--- config.mk ---
export PLATFORM = sky130hd
export DESIGN_NAME = pst_merge
export DESIGN_NICKNAME = d
export VERILOG_FILES = /design/src/hw/rtl/pst_pkg.sv /design/src/hw/rtl/pst_merge.sv
export SDC_FILE = /design/constraint.sdc
export NUM_CORES = 1
export LEC_CHECK = 0
export BUFFER_PORTS_ARGS = -buffer_cell sky130_fd_sc_hd__clkbuf_2
export CORE_AREA = 3 3 153 155
export CTS_CLUSTER_SIZE = 28
export DETAILED_ROUTE_END_ITERATION = 16
export DIE_AREA = 0 0 156 158
export PLACE_DENSITY = 0.51
export SETUP_SLACK_MARGIN = 0.05
export SYNTH_ARGS = -nofsm -noshare
export SYNTH_HDL_FRONTEND = slang
export SYNTH_SLANG_ARGS = --single-unit
--- constraint.sdc ---
create_clock -name clk -period 11.1 [get_ports clk]
set_clock_uncertainty 0.05 [all_clocks]
set_input_delay 1.11 -clock clk [delete_from_list [all_inputs] [get_ports clk]]
set_output_delay 1.11 -clock clk [all_outputs]
set_load 0.02 [all_outputs]
--- src/hw/rtl/pst_pkg.sv ---
// ----------------------------------------------------------------------------
// pst_pkg
// Shared types and constants for the point similarity transform.
// ----------------------------------------------------------------------------
package pst_pkg;

  localparam int COEF_W    = 20;
  localparam int ROW_W     = 3 * COEF_W;
  localparam int SCALE_W   = 32;
  localparam int COORD_W   = 64;
  localparam int NUM_AXES  = 3;
  localparam int LANE_STG  = 7;
  localparam int CFG_IDX_W = 3;

  typedef enum logic [CFG_IDX_W-1:0] {
    REG_ROT_X  = 3'd0,
    REG_ROT_Y  = 3'd1,
    REG_ROT_Z  = 3'd2,
    REG_SCALE  = 3'd3,
    REG_SHIFTX = 3'd4,
    REG_SHIFTY = 3'd5,
    REG_SHIFTZ = 3'd6
  } cfg_idx_t;

  typedef struct packed {
    logic signed [COORD_W-1:0] coord;
    logic                      sat;
  } pst_res_t;

endpackage

--- src/hw/rtl/pst_merge.sv ---
// ----------------------------------------------------------------------------
// pst_merge
// Output register: joins the three lane results and the saturation flags.
// ----------------------------------------------------------------------------
module pst_merge import pst_pkg::*; (
  input  logic                          clk,
  input  logic                          rst,
  input  logic                          in_valid,
  output logic                          load,
  input  pst_res_t [NUM_AXES-1:0]       lane_res,
  output logic                          m_tvalid,
  input  logic                          m_tready,
  output logic [NUM_AXES*COORD_W-1:0]   m_tdata,
  output logic                          m_tuser
);

  assign load = ~m_tvalid | m_tready;

  always_ff @(posedge clk) begin
    if (rst) begin
      m_tvalid <= 1'b0;
    end else if (load) begin
      m_tvalid <= in_valid;
    end
  end

  always_ff @(posedge clk) begin
    if (load) begin
      m_tdata <= {lane_res[2].coord, lane_res[1].coord, lane_res[0].coord};
      m_tuser <= lane_res[0].sat | lane_res[1].sat | lane_res[2].sat;
    end
  end

endmodule

-- Word level (Yosys, flattened, before mapping)
Cells that the tools add are included.
- logic and storage cells: 7
- output and inout bits: 195
- register bits after elaboration: 194
- memory bits (writable): 0
- bits in read-only memories: 0
- latch bits: 0
- memories kept: 0
- reductions and logical operators: 0
- order comparisons: 0
- bitwise operators: 4
- shift-type cells: 0
- equality and inequality tests: 0
- multipliers: 0
- mux-type cells: 0
- div/mod/pow operators: 0
- add/sub/neg operators: 0
- operators by type and width (kind ; count):
    $or 1x1->1 ; 3
    $not 1->1 ; 1

-- Depth between registers and ports, before layout
- word-level depth: 2
- mapped depth: 2

-- Least setup slack after synthesis
No wires, ideal clock.
- path kind: input-to-output
- start: in m_tready
- end: out load
- data arrival time: 5.899 ns
- cell stages on the path: 1
- path slack: 4.041 ns
- cells stage by stage: nand2b_1
- longest elaborated chain between the ends: 1
- ends and longest elaborated chain (element ; line ; RTL):
    from (decl) ; pst_merge.sv:12 ; input logic m_tready,
    $or 1x1->1 ; pst_merge.sv:17 ; assign load = ~m_tvalid | m_tready;
    to (decl) ; pst_merge.sv:9 ; output logic load,
Every way passes these cells.

-- Worst setup path after layout
Same ends and word-level chain as after synthesis.

==> flow_summary.json <==
{
  "drtIter0Drc": 110,
  "ios": 394,
  "syn-num-nets": 397,
  "dp_hpwl_um": 12100,
  "p_per_area_mw_per_mm2": 187,
  "slew_headroom_pct": 30.7,
  "cts_resized": 0,
  "clock_sinks": 194,
  "period_share_pct": 27.8,
  "required_ns": 9.94,
  "synth_area_mm2": 0.00584,
  "route.detailed.drc": 0,
  "gp_congestion": 0.775,
  "yosysUniqueCellTypes": 6,
  "maxCapViolCount": 0,
  "grt_pass1_vias": 3697,
  "arrival_ns": 1.93,
  "p_sw_mw": 0.406,
  "finalSetupViolCount": 0,
  "numCtsBuffers": 17,
  "rsz0062_at_grt": "no",
  "leakage_nw": 3.95,
  "fp.dieH_um": 158,
  "dieWidth_um": 156,
  "internal_power_mw": 1.24,
  "cp_max_fo": 42,
  "tns_ns": 0,
  "yosys_warnings": 0,
  "io_buffers": 393,
  "path_clk_slew_ns": 0.07,
  "syn2layout_area_growth_pct": 50.4,
  "final_antenna_net_count": 0,
  "p_sw_share_pct": 24.7,
  "route.detailed.vias_per_inst": 3.94,
  "p_clk_share_pct": 36.9,
  "grt_start_max_net_pins": 84,
  "pwr-share-seq_pct": 53.2,
  "core_mm2": 0.0220,
  "num_vias": 3566,
  "crit_type": "in -> out",
  "post_dp_cell_area_mm2": 0.00818,
  "ir_worst_vdd_mv": 0.0822,
  "slew_viol_final": 0,
  "n_antenna_cell": 0,
  "tightest_slew_ns": 1.04,
  "grt-busiest-layer": "met2",
  "rows": 54,
  "comb_power_share_pct": 9.8,
  "met1_usage_pct": 12.7,
  "cts_buffer_depth": 2,
  "antenna_found_initial": 0,
  "max_freq_ghz": 0.324,
  "fin_area_mm2": 0.00878,
  "cts_max_level": 4,
  "synth_seq_cells": 194,
  "end_kind": "primary output",
  "status": "completed",
  "root_buffer": "clkbuf_16",
  "yosysSeqAreaShare_pct": 99.6,
  "grt_pass1_wl_um": 21700,
  "final_hold_viol_count": 0,
  "cts_setup_buffers": 0,
  "use_met2_pct": 20.4,
  "insertion_delay_ns": 0.41,
  "dieArea_mm2": 0.0246,
  "layout-drive-gt1-share_pct": 68.3,
  "cts_hold_buf": 0,
  "final_nets": 811,
  "cp-start-kind": "input port",
  "postSynthCellCount": 198,
  "cts_tree": "done",
  "drt_first_pass_iters": 4,
  "wl_um": 15400,
  "worstHoldPathType": "in -> reg",
  "min_period_ns": 3.09,
  "grt.total_usage_pct": 11.8,
  "initial_core_util_pct": 26.6,
  "avgSynthCellArea_um2": 29.5,
  "grt_overflow": 0,
  "grtUsageMet3_pct": 5.63,
  "wl_per_cell_um": 17.0
}
[registers in the layout, indices dropped and copies added (netlist names)]
name,flops
m_tvalid,1
m_tuser,1
m_tdata,192
[cells in the final DEF, fill, tap and decap left out]
| cell | count |
|---|---|
| clkbuf_16 | 17 |
| clkinv_8 | 4 |
| inv_8 | 1 |
| inv_6 | 6 |
| clkinvlp_4 | 1 |
| bufinv_16 | 1 |
| buf_4 | 2 |
| clkinv_1 | 1 |
| dfxtp_1 | 1 |
| edfxtp_1 | 193 |
| a21oi_1 | 1 |
| clkbuf_2 | 393 |
| clkinv_2 | 1 |
| nand2b_4 | 1 |
| inv_1 | 1 |
| or3_1 | 1 |
[routing by layer]
metal	routed length (um)	vias up
met2	8020	239
met4	270	0
li1	-	1638
met5	0	-
met3	1760	16
met1	5360	1673
[synthesized netlist by cell type]
library cell | number | area [um2]
or3_1 | 1 | 6.26
dfxtp_1 | 1 | 20.0
nand2b_1 | 1 | 6.26
a21oi_1 | 1 | 5.00
inv_1 | 1 | 3.75
edfxtp_1 | 193 | 5800
[cell type report]
class / instances / area [um2]
inverters: 1 / 3.75
well taps: 280 / 350
multi-input cells: 3 / 25.0
fillers: 2018 / 13200
repair buffers: 395 / 1980
clock buffers: 17 / 425
flip-flops and latches: 194 / 5820
clock inverters: 15 / 175
[worst paths after layout]
check	start	depth (start not counted)	to	slack (ns)
max reg2reg	m_tvalid$_SDFFE_PP0P_	2	m_tdata[176]$_DFFE_PP_	8.95
min reg2reg	m_tvalid$_SDFFE_PP0P_	2	m_tvalid$_SDFFE_PP0P_	0.89
min	rst	2	m_tvalid$_SDFFE_PP0P_	0.79
max	m_tready	3	load	8.01
[critical path: stages]
cell and delay [ns]:
clkbuf_2 0.08, nand2b_4 0.45, clkbuf_2 0.27
[stage by stage]
| stage | utilization [%] | instances | hold slack (ns) | setup WS [ns] | power [mW] |
|---|---|---|---|---|---|
| after floorplan | - | 198 | 1.13 | 4.04 | 0.972 |
| after global placement | 37.2 | 873 | 0.841 | 8.03 | 1.06 |
| after detailed placement | 37.2 | 873 | 0.891 | 8.01 | 1.06 |
| after CTS | 40.0 | 905 | 0.764 | 8.01 | 1.67 |
| after global routing | 40.0 | 905 | 0.770 | 7.94 | 1.72 |
| final | 40.0 | 905 | 0.792 | 8.01 | 1.64 |
[power by group through the flow]
stage | Clock, mW | Combinational [mW] | Sequential [mW]
after floorplan | 0 | 0.00916 | 0.963
after global placement | 0 | 0.164 | 0.892
after detailed placement | 0 | 0.165 | 0.893
after CTS | 0.631 | 0.165 | 0.877
after global routing | 0.663 | 0.173 | 0.881
final | 0.607 | 0.162 | 0.876
[cells by family (layout without fill, tap and decap cells)]
family,after synthesis,count (layout),synth area share (%)
buffers and inverters,1,428,0.0642
AND/OR/NAND/NOR,2,2,0.214
flip-flops,194,194,99.6
AO/OA/AOI/OAI,1,1,0.0857
(Power assumes the default switching activity.)
